### src/design/urld_pkg.sv
`timescale 1ns / 1ps
// ----------------------------------------------------------------------------
// urld_pkg: shared types and constants for the URL decoder core
// Character codes, decode phases, default sizes, the digit function and the
// job record passed from the decoder to the result emitter.
// ----------------------------------------------------------------------------
package urld_pkg;

  localparam int DEF_MESSAGE_LIMIT = 199;
  localparam int DEF_TEXT_ROWS     = 4;
  localparam int DEF_TEXT_COLUMNS  = 20;

  // Counter widths cover the full parameter ranges (rows up to 15, columns up to 31)
  localparam int ROW_CNT_W = 4;
  localparam int COL_CNT_W = 5;
  localparam int RAW_CNT_W = 8;

  localparam logic [7:0] CH_PLUS    = 8'h2B;
  localparam logic [7:0] CH_PERCENT = 8'h25;
  localparam logic [7:0] CH_SPACE   = 8'h20;
  localparam logic [7:0] CH_CR      = 8'h0D;
  localparam logic [7:0] CH_LF      = 8'h0A;
  localparam logic [7:0] CH_NUL     = 8'h00;

  typedef enum logic [2:0] {
    PH_PLAIN = 3'b001,
    PH_DIG1  = 3'b010,
    PH_DIG2  = 3'b100
  } urld_phase_t;

  typedef struct packed {
    logic                 char_v;
    logic [ROW_CNT_W-1:0] char_row;
    logic [COL_CNT_W-1:0] char_col;
    logic [7:0]           char_ch;
    logic                 end_v;
    logic [ROW_CNT_W-1:0] end_row;
    logic [COL_CNT_W-1:0] end_col;
  } urld_job_t;

  // Uppercase, then map hex digits to 0..15; anything else keeps its uppercased code
  function automatic logic [7:0] digit_value(input logic [7:0] b);
    logic [7:0] u;
    u = b;
    if (b >= 8'h61 && b <= 8'h7A) begin
      u = b - 8'd32;
    end
    if (u >= 8'h30 && u <= 8'h39) begin
      return u - 8'h30;
    end else if (u >= 8'h41 && u <= 8'h46) begin
      return u - 8'h41 + 8'd10;
    end else begin
      return u;
    end
  endfunction

endpackage

### src/design/urld_decode.sv
`timescale 1ns / 1ps
// ----------------------------------------------------------------------------
// urld_decode: percent decoder and text cursor
// Holds the decode and cursor state, and turns one raw byte into a job.
// ----------------------------------------------------------------------------
module urld_decode #(
  parameter int MESSAGE_LIMIT = urld_pkg::DEF_MESSAGE_LIMIT,
  parameter int TEXT_ROWS     = urld_pkg::DEF_TEXT_ROWS,
  parameter int TEXT_COLUMNS  = urld_pkg::DEF_TEXT_COLUMNS
) (
  input  logic               clk,
  input  logic               rst_n,
  input  logic               in_fire,
  input  logic [7:0]         raw_byte,
  input  logic               end_of_message,
  output urld_pkg::urld_job_t job
);

  localparam logic [urld_pkg::ROW_CNT_W-1:0] ROWS  = urld_pkg::ROW_CNT_W'(TEXT_ROWS);
  localparam logic [urld_pkg::COL_CNT_W-1:0] COLS  = urld_pkg::COL_CNT_W'(TEXT_COLUMNS);
  localparam logic [urld_pkg::RAW_CNT_W-1:0] LIMIT = urld_pkg::RAW_CNT_W'(MESSAGE_LIMIT);

  urld_pkg::urld_phase_t            phase_r, phase_nxt;
  logic [3:0]                       hi_r, hi_nxt;
  logic [urld_pkg::ROW_CNT_W-1:0]   row_r, row_nxt, row_mid;
  logic [urld_pkg::COL_CNT_W-1:0]   col_r, col_nxt, col_mid;
  logic [urld_pkg::RAW_CNT_W-1:0]   raw_r, raw_nxt;
  logic                             ended_r, ended_nxt;
  logic [7:0]                       dv;
  logic [7:0]                       esc_val;
  logic                             lay_v;
  logic [7:0]                       lay_ch;

  always_comb begin
    dv        = urld_pkg::digit_value(raw_byte);
    esc_val   = {hi_r, 4'h0} + dv;
    phase_nxt = phase_r;
    hi_nxt    = hi_r;
    raw_nxt   = raw_r;
    ended_nxt = ended_r;
    lay_v     = 1'b0;
    lay_ch    = raw_byte;
    row_mid   = row_r;
    col_mid   = col_r;
    job       = '0;

    if (!ended_r) begin
      if (raw_r >= LIMIT) begin
        // A pending escape at the limit ends the string
        if (phase_r != urld_pkg::PH_PLAIN) begin
          ended_nxt = 1'b1;
        end
        phase_nxt = urld_pkg::PH_PLAIN;
      end else begin
        raw_nxt = raw_r + 1'b1;
        if (raw_byte == urld_pkg::CH_NUL) begin
          ended_nxt = 1'b1;
          phase_nxt = urld_pkg::PH_PLAIN;
        end else begin
          case (phase_r)
            urld_pkg::PH_PLAIN: begin
              if (raw_byte == urld_pkg::CH_PLUS) begin
                lay_v  = 1'b1;
                lay_ch = urld_pkg::CH_SPACE;
              end else if (raw_byte == urld_pkg::CH_PERCENT) begin
                phase_nxt = urld_pkg::PH_DIG1;
              end else begin
                lay_v = 1'b1;
              end
            end
            urld_pkg::PH_DIG1: begin
              hi_nxt    = dv[3:0];
              phase_nxt = urld_pkg::PH_DIG2;
            end
            urld_pkg::PH_DIG2: begin
              phase_nxt = urld_pkg::PH_PLAIN;
              if (esc_val == urld_pkg::CH_NUL) begin
                ended_nxt = 1'b1;
              end else begin
                lay_v  = 1'b1;
                lay_ch = esc_val;
              end
            end
            default: begin
              phase_nxt = urld_pkg::PH_PLAIN;
            end
          endcase
        end
      end
    end

    // Lay the decoded character into the text store
    if (lay_v && lay_ch != urld_pkg::CH_CR && row_r < ROWS) begin
      job.char_v   = 1'b1;
      job.char_row = row_r;
      job.char_col = col_r;
      if (lay_ch == urld_pkg::CH_LF) begin
        job.char_ch = urld_pkg::CH_NUL;
        row_mid     = row_r + 1'b1;
        col_mid     = '0;
      end else if (col_r < COLS) begin
        job.char_ch = lay_ch;
        col_mid     = col_r + 1'b1;
      end else begin
        job.char_ch = urld_pkg::CH_NUL;
      end
    end

    row_nxt = row_mid;
    col_nxt = col_mid;

    if (end_of_message) begin
      job.end_v   = 1'b1;
      job.end_row = row_mid;
      job.end_col = col_mid;
      phase_nxt   = urld_pkg::PH_PLAIN;
      hi_nxt      = '0;
      row_nxt     = '0;
      col_nxt     = '0;
      raw_nxt     = '0;
      ended_nxt   = 1'b0;
    end
  end

  always_ff @(posedge clk) begin
    if (!rst_n) begin
      phase_r <= urld_pkg::PH_PLAIN;
      hi_r    <= '0;
      row_r   <= '0;
      col_r   <= '0;
      raw_r   <= '0;
      ended_r <= 1'b0;
    end else if (in_fire) begin
      phase_r <= phase_nxt;
      hi_r    <= hi_nxt;
      row_r   <= row_nxt;
      col_r   <= col_nxt;
      raw_r   <= raw_nxt;
      ended_r <= ended_nxt;
    end
  end

endmodule

### src/design/urld_emit.sv
`timescale 1ns / 1ps
// ----------------------------------------------------------------------------
// urld_emit: job register and result register
// Holds one job and hands out its results one per cycle into the output while the output is not stalled.
// ----------------------------------------------------------------------------
module urld_emit #(
  parameter int TEXT_ROWS = urld_pkg::DEF_TEXT_ROWS
) (
  input  logic                clk,
  input  logic                rst_n,
  input  logic                in_fire,
  input  urld_pkg::urld_job_t job_in,
  output logic                job_ready,
  output logic                out_tvalid,
  input  logic                out_tready,
  output logic [15:0]         out_tdata,
  output logic                out_tuser,
  output logic                out_tlast
);

  localparam logic [urld_pkg::ROW_CNT_W-1:0] ROWS = urld_pkg::ROW_CNT_W'(TEXT_ROWS);

  urld_pkg::urld_job_t job_r, job_nxt;
  logic                first_r, first_nxt;
  logic                busy, move, last_of_job;
  logic [1:0]          res_row;
  logic [4:0]          res_col;
  logic [7:0]          res_ch;
  logic                res_we, res_done;
  logic                out_v_r;
  logic [1:0]          out_row_r;
  logic [4:0]          out_col_r;
  logic [7:0]          out_ch_r;
  logic                out_we_r, out_done_r;

  always_comb begin
    busy        = job_r.char_v | job_r.end_v;
    res_row     = job_r.char_row[1:0];
    res_col     = job_r.char_col;
    res_ch      = job_r.char_ch;
    res_we      = 1'b1;
    res_done    = 1'b0;
    last_of_job = !job_r.end_v;
    if (!job_r.char_v) begin
      res_ch = urld_pkg::CH_NUL;
      if (job_r.end_row >= ROWS) begin
        // No row left to write: plain done marker
        res_row  = '0;
        res_col  = '0;
        res_we   = 1'b0;
        res_done = 1'b1;
      end else begin
        res_row  = job_r.end_row[1:0];
        res_col  = first_r ? job_r.end_col : '0;
        res_done = (job_r.end_row == ROWS - 1'b1);
      end
      last_of_job = res_done;
    end
    move      = busy && (!out_v_r || out_tready);
    job_ready = !busy || (move && last_of_job);

    job_nxt   = job_r;
    first_nxt = first_r;
    if (in_fire) begin
      job_nxt   = job_in;
      first_nxt = 1'b1;
    end else if (move) begin
      if (job_r.char_v) begin
        job_nxt.char_v = 1'b0;
      end else begin
        job_nxt.end_row = job_r.end_row + 1'b1;
        first_nxt       = 1'b0;
        if (res_done) begin
          job_nxt.end_v = 1'b0;
        end
      end
    end
  end

  always_ff @(posedge clk) begin
    if (!rst_n) begin
      job_r   <= '0;
      first_r <= 1'b0;
      out_v_r <= 1'b0;
    end else begin
      job_r   <= job_nxt;
      first_r <= first_nxt;
      if (move) begin
        out_v_r <= 1'b1;
      end else if (out_tready) begin
        out_v_r <= 1'b0;
      end
    end
  end

  always_ff @(posedge clk) begin
    if (move) begin
      out_row_r  <= res_row;
      out_col_r  <= res_col;
      out_ch_r   <= res_ch;
      out_we_r   <= res_we;
      out_done_r <= res_done;
    end
  end

  assign out_tvalid = out_v_r;
  assign out_tdata  = {1'b0, out_ch_r, out_col_r, out_row_r};
  assign out_tuser  = out_we_r;
  assign out_tlast  = out_done_r;

endmodule

### src/design/url_decode_to_text_lines_core.sv
`timescale 1ns / 1ps
// ----------------------------------------------------------------------------
// url_decode_to_text_lines_core: URL decoder feeding a text row store
// Decodes URL-encoded bytes and emits write commands for a rows-by-columns
// character store, with an end-of-message clean-up sequence.
// ----------------------------------------------------------------------------
// Feed one encoded byte per item on the in_ stream; mark the final byte of a
// message with in_tlast. A '+' turns into a space, '%' plus two digits into
// one byte, CR is skipped, LF terminates the row and moves to the next one,
// and characters past the last column write a terminator into the terminator
// slot. A zero byte (raw or decoded) or the byte limit ends the string; later
// bytes of that message only count toward in_tlast. On the last byte the
// current row is terminated, the rows below it are cleared, and the final
// result carries out_tlast; out_tuser low means a done marker with no write.
// Timing: while the output is not stalled, an item yielding zero or one
// result is taken every cycle; one yielding more holds the input until its
// last result moves on, as the job register hands out one result per cycle
// into the output register. Results pass the job register, then the output
// register. With four rows an item gives at most five results.
// ----------------------------------------------------------------------------
module url_decode_to_text_lines_core #(
  parameter int MESSAGE_LIMIT = urld_pkg::DEF_MESSAGE_LIMIT,
  parameter int TEXT_ROWS     = urld_pkg::DEF_TEXT_ROWS,
  parameter int TEXT_COLUMNS  = urld_pkg::DEF_TEXT_COLUMNS
) (
  input  logic        clk,
  input  logic        rst_n,
  input  logic        in_tvalid,
  output logic        in_tready,
  input  logic [7:0]  in_tdata,   // [7:0] raw_byte
  input  logic        in_tlast,   // end_of_message
  output logic        out_tvalid,
  input  logic        out_tready,
  output logic [15:0] out_tdata,  // [1:0] row, [6:2] column, [14:7] character, [15] zero
  output logic        out_tuser,  // write_enable
  output logic        out_tlast   // message_done
);

  urld_pkg::urld_job_t job;
  logic                in_fire;

  // Accept an item whenever the job register is empty or empties this cycle
  assign in_fire = in_tvalid & in_tready;

  urld_decode #(
    .MESSAGE_LIMIT (MESSAGE_LIMIT),
    .TEXT_ROWS     (TEXT_ROWS),
    .TEXT_COLUMNS  (TEXT_COLUMNS)
  ) u_decode (
    .clk            (clk),
    .rst_n          (rst_n),
    .in_fire        (in_fire),
    .raw_byte       (in_tdata),
    .end_of_message (in_tlast),
    .job            (job)
  );

  urld_emit #(
    .TEXT_ROWS (TEXT_ROWS)
  ) u_emit (
    .clk        (clk),
    .rst_n      (rst_n),
    .in_fire    (in_fire),
    .job_in     (job),
    .job_ready  (in_tready),
    .out_tvalid (out_tvalid),
    .out_tready (out_tready),
    .out_tdata  (out_tdata),
    .out_tuser  (out_tuser),
    .out_tlast  (out_tlast)
  );

endmodule

### config.mk
export PLATFORM = sky130hd
export DESIGN_NAME = url_decode_to_text_lines_core
export DESIGN_NICKNAME = d
export VERILOG_FILES = /design/src/design/urld_pkg.sv /design/src/design/urld_decode.sv /design/src/design/urld_emit.sv /design/src/design/url_decode_to_text_lines_core.sv
export SDC_FILE = /design/constraint.sdc
export NUM_CORES = 1
export LEC_CHECK = 0
export ABC_AREA = 1
export BUFFER_PORTS_ARGS = -buffer_cell sky130_fd_sc_hd__buf_4
export CAP_MARGIN = 15
export CORE_MARGIN = 1
export CORE_UTILIZATION = 54
export CTS_CLUSTER_DIAMETER = 80
export CTS_CLUSTER_SIZE = 25
export DETAILED_ROUTE_END_ITERATION = 10
export GPL_TIMING_DRIVEN = 0
export PLACE_DENSITY = 0.73
export SLEW_MARGIN = 20
export SYNTH_ARGS = -nofsm -noshare
export SYNTH_HDL_FRONTEND = slang
export SYNTH_SLANG_ARGS = --single-unit
### constraint.sdc
create_clock -name clk -period 4.8 [get_ports clk]
set_input_delay 0.72 -clock clk [delete_from_list [all_inputs] [get_ports clk]]
set_output_delay 0.72 -clock clk [all_outputs]
set_load 0.005 [all_outputs]
==> impl_metrics.py, run 1 <==
metrics = {
    "route": {
        "dr.pass1.iters": 5,
        "vias": 4070,
        "detail_route.wl_per_cell_um": 13.91,
        "ant_nets": 0,
        "vias_per_cell": 5.355,
        "routed_wirelength_um": 10570,
        "drtIter0Drc": 204,
        "post-route-drc-count": 0,
    },
    "grt": {
        "first_global_vias": 3700,
        "antenna_found_initial": 0,
        "grt_max_degree": 19,
        "grt_use_total": 0.2613,
        "grt_pass1_wl_um": 17120,
        "grt_overflow": 0,
    },
    "floorplan": {
        "initial_core_util": 0.5654,
        "io_pins": 33,
        "rows": 31,
        "design.core.area_um2": 7370,
        "die_y_um": 89.84,
        "fp.dieW_um": 89.84,
        "dieArea_um2": 8071,
    },
    "power": {
        "power.leakage_uw": 0.002214,
        "ir_drop_uv": 134.5,
        "pwr_density_cell_nw_per_um2": 313.3,
    },
    "yosys": {
        "syn-instance-count": 596,
        "async_flop_share": 0,
        "synth_most_common_cell": "nand2_1",
        "synth_enable_flop_cells": 17,
        "ys_warn_count": 0,
        "ys_seq_area_frac": 0.3772,
        "ys_ff_latch": 70,
        "synth_area_um2": 4166,
        "synthTopCellsByCount": "nand2_1, inv_1, a21oi_1",
        "synth.area.top_cells": "dfxtp_1, nand2_1, edfxtp_1",
        "yosys.area.top_type": "dfxtp_1",
        "synth_nets": 625,
        "syn_avg_cell_area_um2": 6.991,
        "synth_top_area_frac": 0.2547,
        "synthFlopType": "dfxtp_1",
        "yosysUniqueCellTypes": 43,
    },
    "clock_network": {
        "cts_tree": "yes",
        "htreeDepth": 3,
        "cts.sinks": 70,
        "holdBufCountCts": 0,
        "clkTransAtPathRegs_ns": 0.07,
        "cts_buffer_depth": 2,
        "root_buffer": "clkbuf_8",
        "clk-insertion-delay-late_ns": 0.35,
        "numCtsBuffers": 9,
    },
    "min_path": {
        "hp-class": "flop to flop",
    },
    "status": {
        "status": "finished clean",
    },
    "layout": {
        "syn_to_final_growth_pct": 21.26,
        "nets": 685,
        "layout-drive-gt1-share": 0.1891,
        "antennaDiodeCount": 0,
        "nFillCells": 662,
    },
    "worst_setup_path": {
        "critPathLaunchType": "input port",
        "cpPeakStageDelay_ns": 0.29,
        "arrival_ns": 4.85,
        "slowest_stage": "ha_1",
        "worst-path-max-fanout": 7,
        "endpoint_kind": "flop",
        "required_ns": 5.07,
        "worst-setup-path-type": "input port to flop",
    },
    "placed_design": {
        "gp_routability_congestion": 0.8940,
        "io_buffers": 29,
        "dp_hpwl_um": 7334,
        "pre_cts_ws_ns": -0.6012,
    },
    "timing": {
        "worstMarginPinSlew_ns": 0.9409,
        "setup_viol": 0,
        "fin_ws_ns": 0.2167,
        "fmax_ghz": 0.2182,
        "skew_ns": 0.01618,
        "slew_viol_final": 0,
        "period_minus_slack_ns": 4.583,
        "finalHoldViolations": 0,
        "fin_crit_sh": 0.9548,
        "whs_ns": 0.4678,
        "slew_headroom": 0.3721,
    },
    "flow_run": {
        "drv_cap": 0,
    },
}
[final cells by class]
class	instances	area, um^2	share of cell area
inverters	76	292.8	0.05795
clock buffers	10	127.6	0.02526
repair buffers	47	379.1	0.07504
flip-flops and latches	70	1572	0.3110
clock inverters	6	38.79	0.007677
well taps	99	123.9	0.02452
plain buffers	17	80.08	0.01585
multi-input cells	435	2439	0.4827
[per-layer routing]
layer	track usage	wire length [um]
met2	0.4417	5122
met1	0.3303	4779
met4	0.08607	138
met3	0.05668	533
met5	0	0
[registers in the layout, indices dropped and copies added (netlist names)]
name,cells
u_decode.col_r,5
u_decode.row_r,4
u_decode.hi_r,4
u_decode.phase_r,3
u_emit.job_r,26
u_decode.raw_r,8
u_decode.ended_r,1
u_emit.first_r,1
u_emit.out_ch_r,8
u_emit.out_tlast,1
u_emit.out_tuser,1
u_emit.out_col_r,5
u_emit.out_tvalid,1
u_emit.out_row_r,2
[metrics by stage]
step	total power (uW)	cell area [um^2]	TNS [ns]	std cells	util
finish	1583	5052	0	760	0.6856
global placement	1099	4508	-16.44	724	0.6117
detailed placement	1109	4511	-17.99	724	0.6121
CTS	1548	4796	0	748	0.6508
global route	1674	5052	-2.021	760	0.6856
floorplan	981.2	4167	0	596	-
[path summary, 6_finish.rpt]
kind / startpoint / endpoint / slack, ns / cells past startpoint
max: in_tdata[0] / u_emit.job_r[15] / 0.22 / 36
min: u_emit.job_r[2] / u_emit.job_r[2] / 0.47 / 2
max reg2reg: u_decode.raw_r[0] / u_emit.job_r[15] / 1.79 / 16
min reg2reg: u_emit.job_r[2] / u_emit.job_r[2] / 0.47 / 2
[cell usage in the layout (no fill, tap or decap), types with 10 or more instances in the layout]
master,instances
a21oi_1,55
ha_1,12
edfxtp_1,17
nor2_1,32
nand2_2,13
dfxtp_1,53
nor3_1,10
buf_4,42
inv_1,69
nand2_1,169
nand3_1,47
o21ai_0,20
clkbuf_1,11
[cell families after synthesis]
group                    after synthesis  share of synthesized area
buffers and inverters                 93                    0.08769
AND/OR/NAND/NOR                      310                     0.3333
XOR/XNOR                              10                    0.02102
AO/OA/AOI/OAI                         96                     0.1300
flip-flops                            70                     0.3772
adder cells (fa/ha/maj)               16                    0.04985
other                                  1                  0.0009000
[worst max-delay path, delay by kind of cell]
family | cells | cell delay [ns]
adders and majority gates | 3 | 0.65
AOI/OAI and AO/OA | 6 | 0.78
and+or+nand+nor | 19 | 1.73
xor gates and xnor gates | 2 | 0.37
buffers and inverters | 6 | 0.57
[where the power goes]
group          total, uW  internal, uW  switching (uW)
clock network        415           187             229
registers            695           665            30.4
logic                473           176             297
total               1580          1030             556
[what timing repair did]
item                                   in CTS  in global routing
setup endpoints to repair                  32                 32
gates resized for setup                    14                 40
pin swaps                                  11                 25
cloned                                      2                  1
endpoints found under the hold margin       0                  0
setup buffers                               6                 11
Note: power is estimated with default switching activity, not from simulation.
==> inputs of run 2 (changes only) <==
--- a/config.mk
+++ b/config.mk
@@ -9,12 +9,13 @@
 export BUFFER_PORTS_ARGS = -buffer_cell sky130_fd_sc_hd__buf_4
 export CAP_MARGIN = 15
 export CORE_MARGIN = 1
-export CORE_UTILIZATION = 54
+export CORE_UTILIZATION = 56
+export CTS_BUF_LIST = sky130_fd_sc_hd__clkbuf_8
 export CTS_CLUSTER_DIAMETER = 80
 export CTS_CLUSTER_SIZE = 25
 export DETAILED_ROUTE_END_ITERATION = 10
 export GPL_TIMING_DRIVEN = 0
-export PLACE_DENSITY = 0.73
+export PLACE_DENSITY = 0.75
 export SLEW_MARGIN = 20
 export SYNTH_ARGS = -nofsm -noshare
 export SYNTH_HDL_FRONTEND = slang
==> impl_metrics.py, run 2 (synthesis results as in run 1) <==
metrics = {
    "layout": {
        "final_cell_mix": "nand2_1, inv_1, a21oi_1",
        "nFillCells": 610,
        "design_area_um2": 5104,
        "reg_top3": "u_emit.job_r (26), u_decode.raw_r (8), u_emit.out_ch_r (8)",
        "largest_register_ff_count": 26,
        "multi_input_area_um2": 2452,
        "layout_commonest_cell": "nand2_1",
        "layout-drive-gt1-share": 0.1866,
        "antennaDiodeCount": 0,
        "regMostFlops": "u_emit.job_r",
        "register_area_um2": 1572,
        "syn_to_final_growth_pct": 22.49,
        "nets": 683,
        "final_util": 0.7074,
    },
    "grt": {
        "grt_pass1_wl_um": 16930,
        "grt_max_degree": 19,
        "grt_use_total": 0.2798,
        "antenna_found_initial": 0,
        "first_global_vias": 3713,
        "grt_overflow": 0,
    },
    "placed_design": {
        "pre_cts_ws_ns": -0.5832,
        "placedInstanceArea_um2": 4511,
        "gp_routability_congestion": 0.9493,
        "io_buffers": 29,
        "dp_hpwl_um": 7376,
    },
    "worst_setup_path": {
        "worst-path-max-fanout": 8,
        "arrival_ns": 4.87,
        "r2r-start": "u_decode.raw_r[0]",
        "worst_r2r_path_depth": 15,
        "endpoint_kind": "flop",
        "critPathLaunchType": "input port",
        "slowest_stage": "o21bai_4",
        "worst-setup-path-type": "input port to flop",
        "cpPeakStageDelay_ns": 0.31,
        "regToRegEndpoint": "u_emit.job_r[27]",
        "cpMostUsedCell": "nand2_4",
        "required_ns": 5.08,
        "ff2ff_setup_slack_ns": 1.66,
    },
    "route": {
        "highest_layer": "met4",
        "drtIter0Drc": 248,
        "post-route-drc-count": 0,
        "wl_met3_um": 602,
        "routed_wirelength_um": 10660,
        "met1_length_um": 4569,
        "detail_route.wl_per_cell_um": 14.06,
        "dr.pass1.iters": 8,
        "vias_per_cell": 5.410,
        "vias": 4101,
        "wl_met2_um": 5252,
        "ant_nets": 0,
    },
    "clock_network": {
        "cts_buffer_depth": 2,
        "root_buffer": "clkbuf_8",
        "cts.sinks": 70,
        "htreeDepth": 3,
        "clk-insertion-delay-late_ns": 0.35,
        "cts_tree": "yes",
        "clkTransAtPathRegs_ns": 0.08,
        "holdBufCountCts": 0,
        "numCtsBuffers": 9,
    },
    "flow_run": {
        "drv_cap": 0,
    },
    "min_path": {
        "holdPathStages": 2,
        "min-delay-start": "u_emit.job_r[17]",
        "hp-class": "flop to flop",
        "min_to": "u_emit.job_r[17]",
    },
    "timing": {
        "finalSetupTns_ns": 0,
        "fin_crit_sh": 0.9560,
        "slew_viol_final": 0,
        "fmax_ghz": 0.2179,
        "finalHoldViolations": 0,
        "skew_ns": 0.01725,
        "setup_viol": 0,
        "fin_ws_ns": 0.2110,
        "whs_ns": 0.4684,
        "slew_headroom": 0.4049,
        "period_minus_slack_ns": 4.589,
        "worstMarginPinSlew_ns": 0.8917,
    },
    "floorplan": {
        "fp.dieW_um": 88.26,
        "dieArea_um2": 7789,
        "initial_core_util": 0.5775,
        "io_pins": 33,
        "rows": 31,
        "die_y_um": 88.26,
        "design.core.area_um2": 7214,
    },
    "power": {
        "power.leakage_uw": 0.002241,
        "pwr_density_cell_nw_per_um2": 334.2,
        "ir_drop_uv": 186.5,
    },
    "status": {
        "status": "finished clean",
    },
}
## run 2: changes by cell type in the layout (fill, tap and decap cells not counted), sizes merged
cell      delta
buf          -1
clkbuf       -1
nand3        -1
bufinv       +2
inv          +1
clkinvlp     -1
clkinv       -1
## run 2: per-stage QoR
stage          std cells  power [uW]
2_1_floorplan        596       981.2
3_3_place_gp         724        1094
3_5_place_dp         724        1107
4_1_cts              745        1661
5_1_grt              758        1796
6_report             758        1706
## run 2: area by class of cell
class | count | area share
Clock inverter | 7 | 0.01912
Timing Repair Buffer | 46 | 0.07134
Buffer | 17 | 0.01569
Tap cell | 99 | 0.02427
Clock buffer | 9 | 0.02427
Inverter | 76 | 0.05688
Sequential cell | 70 | 0.3079
Multi-Input combinational cell | 434 | 0.4805
## run 2: power breakdown
part / switching (uW) / internal, uW
Sequential: 31.6 / 665
Combinational: 297 / 174
Clock: 244 / 295
Total: 573 / 1130
## run 2: timing repair
item                       in CTS  in global routing
hold endpoints to repair        0                  0
gates cloned                    1                  1
gates resized for setup        13                 42
pin swaps                       7                 26
setup buffers                   4                 12
setup endpoints to repair      32                 32
## run 2: routing by layer
layer  vias to the layer above  track usage
li1                       2068            -
met1                      1871       0.3587
met2                       139       0.4797
met3                        23      0.04571
met4                         0      0.09238
met5                         -            0
## run 2: worst max-delay path: cells and delay by family
kind	cells	cell delay, ns
simple gates	15	1.52
compound gates	7	1.09
fa+ha+maj	3	0.59
buf+inv	6	0.55
xor+xnor	2	0.36
## run 2: worst max-delay path by stage
stage / cells after the start / slack, ns / endpoint / from
after floorplan: 30 / 0.18 / u_emit.job_r[27] / in_tdata[1]
after global placement: 32 / -0.48 / u_emit.job_r[27] / in_tdata[1]
after detailed placement: 32 / -0.58 / u_emit.job_r[15] / in_tdata[1]
after CTS: 37 / 0.002 / u_emit.job_r[4] / in_tdata[1]
after global routing: 36 / -0.09 / u_emit.job_r[15] / in_tdata[5]
final: 33 / 0.21 / u_emit.job_r[15] / in_tdata[1]
==> inputs of run 3 (changes only) <==
--- a/config.mk
+++ b/config.mk
@@ -6,12 +6,11 @@
 export NUM_CORES = 1
 export LEC_CHECK = 0
 export ABC_AREA = 1
-export BUFFER_PORTS_ARGS = -buffer_cell sky130_fd_sc_hd__buf_4
+export BUFFER_PORTS_ARGS = -buffer_cell sky130_fd_sc_hd__clkbuf_2
 export CAP_MARGIN = 15
 export CORE_MARGIN = 1
 export CORE_UTILIZATION = 56
 export CTS_BUF_LIST = sky130_fd_sc_hd__clkbuf_8
-export CTS_CLUSTER_DIAMETER = 80
 export CTS_CLUSTER_SIZE = 25
 export DETAILED_ROUTE_END_ITERATION = 10
 export GPL_TIMING_DRIVEN = 0
==> impl_metrics.py, run 3 (synthesis results as in run 1) <==
metrics = {
    "route": {
        "detail_route.wl_per_cell_um": 13.79,
        "routed_wirelength_um": 10400,
        "vias": 4076,
        "ant_nets": 0,
        "post-route-drc-count": 0,
        "dr.pass1.iters": 5,
        "drtIter0Drc": 232,
        "vias_per_cell": 5.406,
    },
    "worst_setup_path": {
        "worst-path-max-fanout": 8,
        "cpPeakStageDelay_ns": 0.44,
        "required_ns": 5.01,
        "slowest_stage": "fa_1",
        "endpoint_kind": "flop",
        "worst-setup-path-type": "input port to flop",
        "crit_buf_inv": 7,
        "arrival_ns": 4.75,
        "crit_family": "simple AND/OR/NAND/NOR gates",
        "critPathLaunchType": "input port",
    },
    "placed_design": {
        "pre_cts_ws_ns": -0.7592,
        "place_inst": 724,
        "gp_routability_congestion": 0.9164,
        "io_buffers": 29,
        "dp_hpwl_um": 7435,
    },
    "layout": {
        "stdcell_count": 754,
        "layout_commonest_cell": "nand2_1",
        "layout-drive-gt1-share": 0.1740,
        "antennaDiodeCount": 0,
        "nets": 679,
        "syn_to_final_growth_pct": 18.95,
        "final_cell_mix": "nand2_1, inv_1, a21oi_1",
        "reg_top3": "u_emit.job_r (26), u_decode.raw_r (8), u_emit.out_ch_r (8)",
        "regMostFlops": "u_emit.job_r",
        "largest_register_ff_count": 26,
    },
    "grt": {
        "antenna_found_initial": 0,
        "grt_max_degree": 19,
        "grt_use_total": 0.2800,
        "first_global_vias": 3735,
        "grt_pass1_wl_um": 16880,
        "grt_overflow": 0,
    },
    "power": {
        "power.leakage_uw": 0.002204,
        "clkPwrFrac": 0.328,
        "switchingPower_uw": 564.9,
        "ir_drop_uv": 186.7,
        "pwr-share-seq": 0.414,
        "intPower_uw": 1117,
        "pwr_density_cell_nw_per_um2": 339.3,
        "p_comb_frac": 0.258,
        "p_sw_frac": 0.3359,
    },
    "floorplan": {
        "io_pins": 33,
        "fp.dieW_um": 88.26,
        "design.core.area_um2": 7214,
        "die_y_um": 88.26,
        "rows": 31,
        "dieArea_um2": 7789,
        "initial_core_util": 0.5775,
    },
    "timing": {
        "slew_viol_final": 0,
        "slew_headroom": 0.4200,
        "setup_viol": 0,
        "fin_ws_ns": 0.2568,
        "fmax_ghz": 0.2201,
        "fin_crit_sh": 0.9465,
        "worstMarginPinSlew_ns": 0.8690,
        "period_minus_slack_ns": 4.543,
        "skew_ns": 0.01217,
        "finalHoldViolations": 0,
    },
    "clock_network": {
        "htreeDepth": 3,
        "cts_buffer_depth": 2,
        "root_buffer": "clkbuf_8",
        "holdBufCountCts": 0,
        "cts_tree": "yes",
        "numCtsBuffers": 9,
        "cts.sinks": 70,
        "clk-insertion-delay-late_ns": 0.35,
        "clkTransAtPathRegs_ns": 0.08,
    },
    "status": {
        "status": "finished clean",
    },
    "min_path": {
        "hp-class": "flop to flop",
    },
    "flow_run": {
        "drv_cap": 0,
    },
}
==> run 3: final timing paths <==
kind                startpoint                 to  slack (ns)  cells after the start
max                in_tdata[1]  u_decode.col_r[1]        0.26                     33
max reg2reg  u_decode.raw_r[0]  u_decode.col_r[1]        1.81                     16
min           u_emit.job_r[10]   u_emit.job_r[10]        0.47                      2
min reg2reg   u_emit.job_r[10]   u_emit.job_r[10]        0.47                      2
==> run 3: power by group through the flow <==
stage	sequential, uW	combinational [uW]	clock (uW)
CTS	695	413	557
floorplan	705	276	0
finish	696	435	551
global route	704	489	587
detailed placement	709	385	0
global placement	707	374	0
==> run 3: worst min-delay path, delay by kind of cell (launching register included) <==
family	cells	cell delay [ns]
flops	1	0.31
simple gates	1	0.06
compound gates	1	0.05
==> run 3: cell type report <==
| class | instances | area [um^2] |
|---|---|---|
| buffer | 17 | 80.08 |
| clock buffer | 9 | 123.9 |
| clock inverter | 7 | 103.9 |
| fill | 626 | 2258 |
| inverter | 76 | 290.3 |
| multi-input combinational | 433 | 2404 |
| sequential | 70 | 1572 |
| tap | 99 | 123.9 |
| timing repair buffer | 43 | 259.0 |
==> run 3: timing repair <==
item | in CTS | in global routing
hold endpoints to repair | 0 | 0
pin swaps | 9 | 16
buffers inserted | 5 | 8
setup endpoints to repair | 32 | 32
gates resized for setup | 17 | 29
cloned | 1 | 0
==> run 3: per-stage QoR <==
step | total power, uW | hold WS (ns) | util | setup TNS [ns] | cell area (um^2)
2_1_floorplan | 981.2 | 0.4305 | - | 0 | 4167
3_5_place_dp | 1094 | 0.4556 | 0.6152 | -22.11 | 4438
3_3_place_gp | 1080 | 0.4494 | 0.6148 | -16.68 | 4436
4_1_cts | 1665 | 0.4692 | 0.6623 | 0 | 4778
6_report | 1681 | 0.4667 | 0.6870 | 0 | 4956
5_1_grt | 1780 | 0.4830 | 0.6870 | -0.8133 | 4956
==> run 3: layer usage <==
metal | vias to the layer above | part of all wire | GRT usage
met1 | 1879 | 0.43 | 0.3503
li1 | 2059 | - | -
met3 | 18 | 0.057 | 0.06250
met4 | 0 | 0.020 | 0.1070
met2 | 120 | 0.49 | 0.4706
met5 | - | 0 | 0
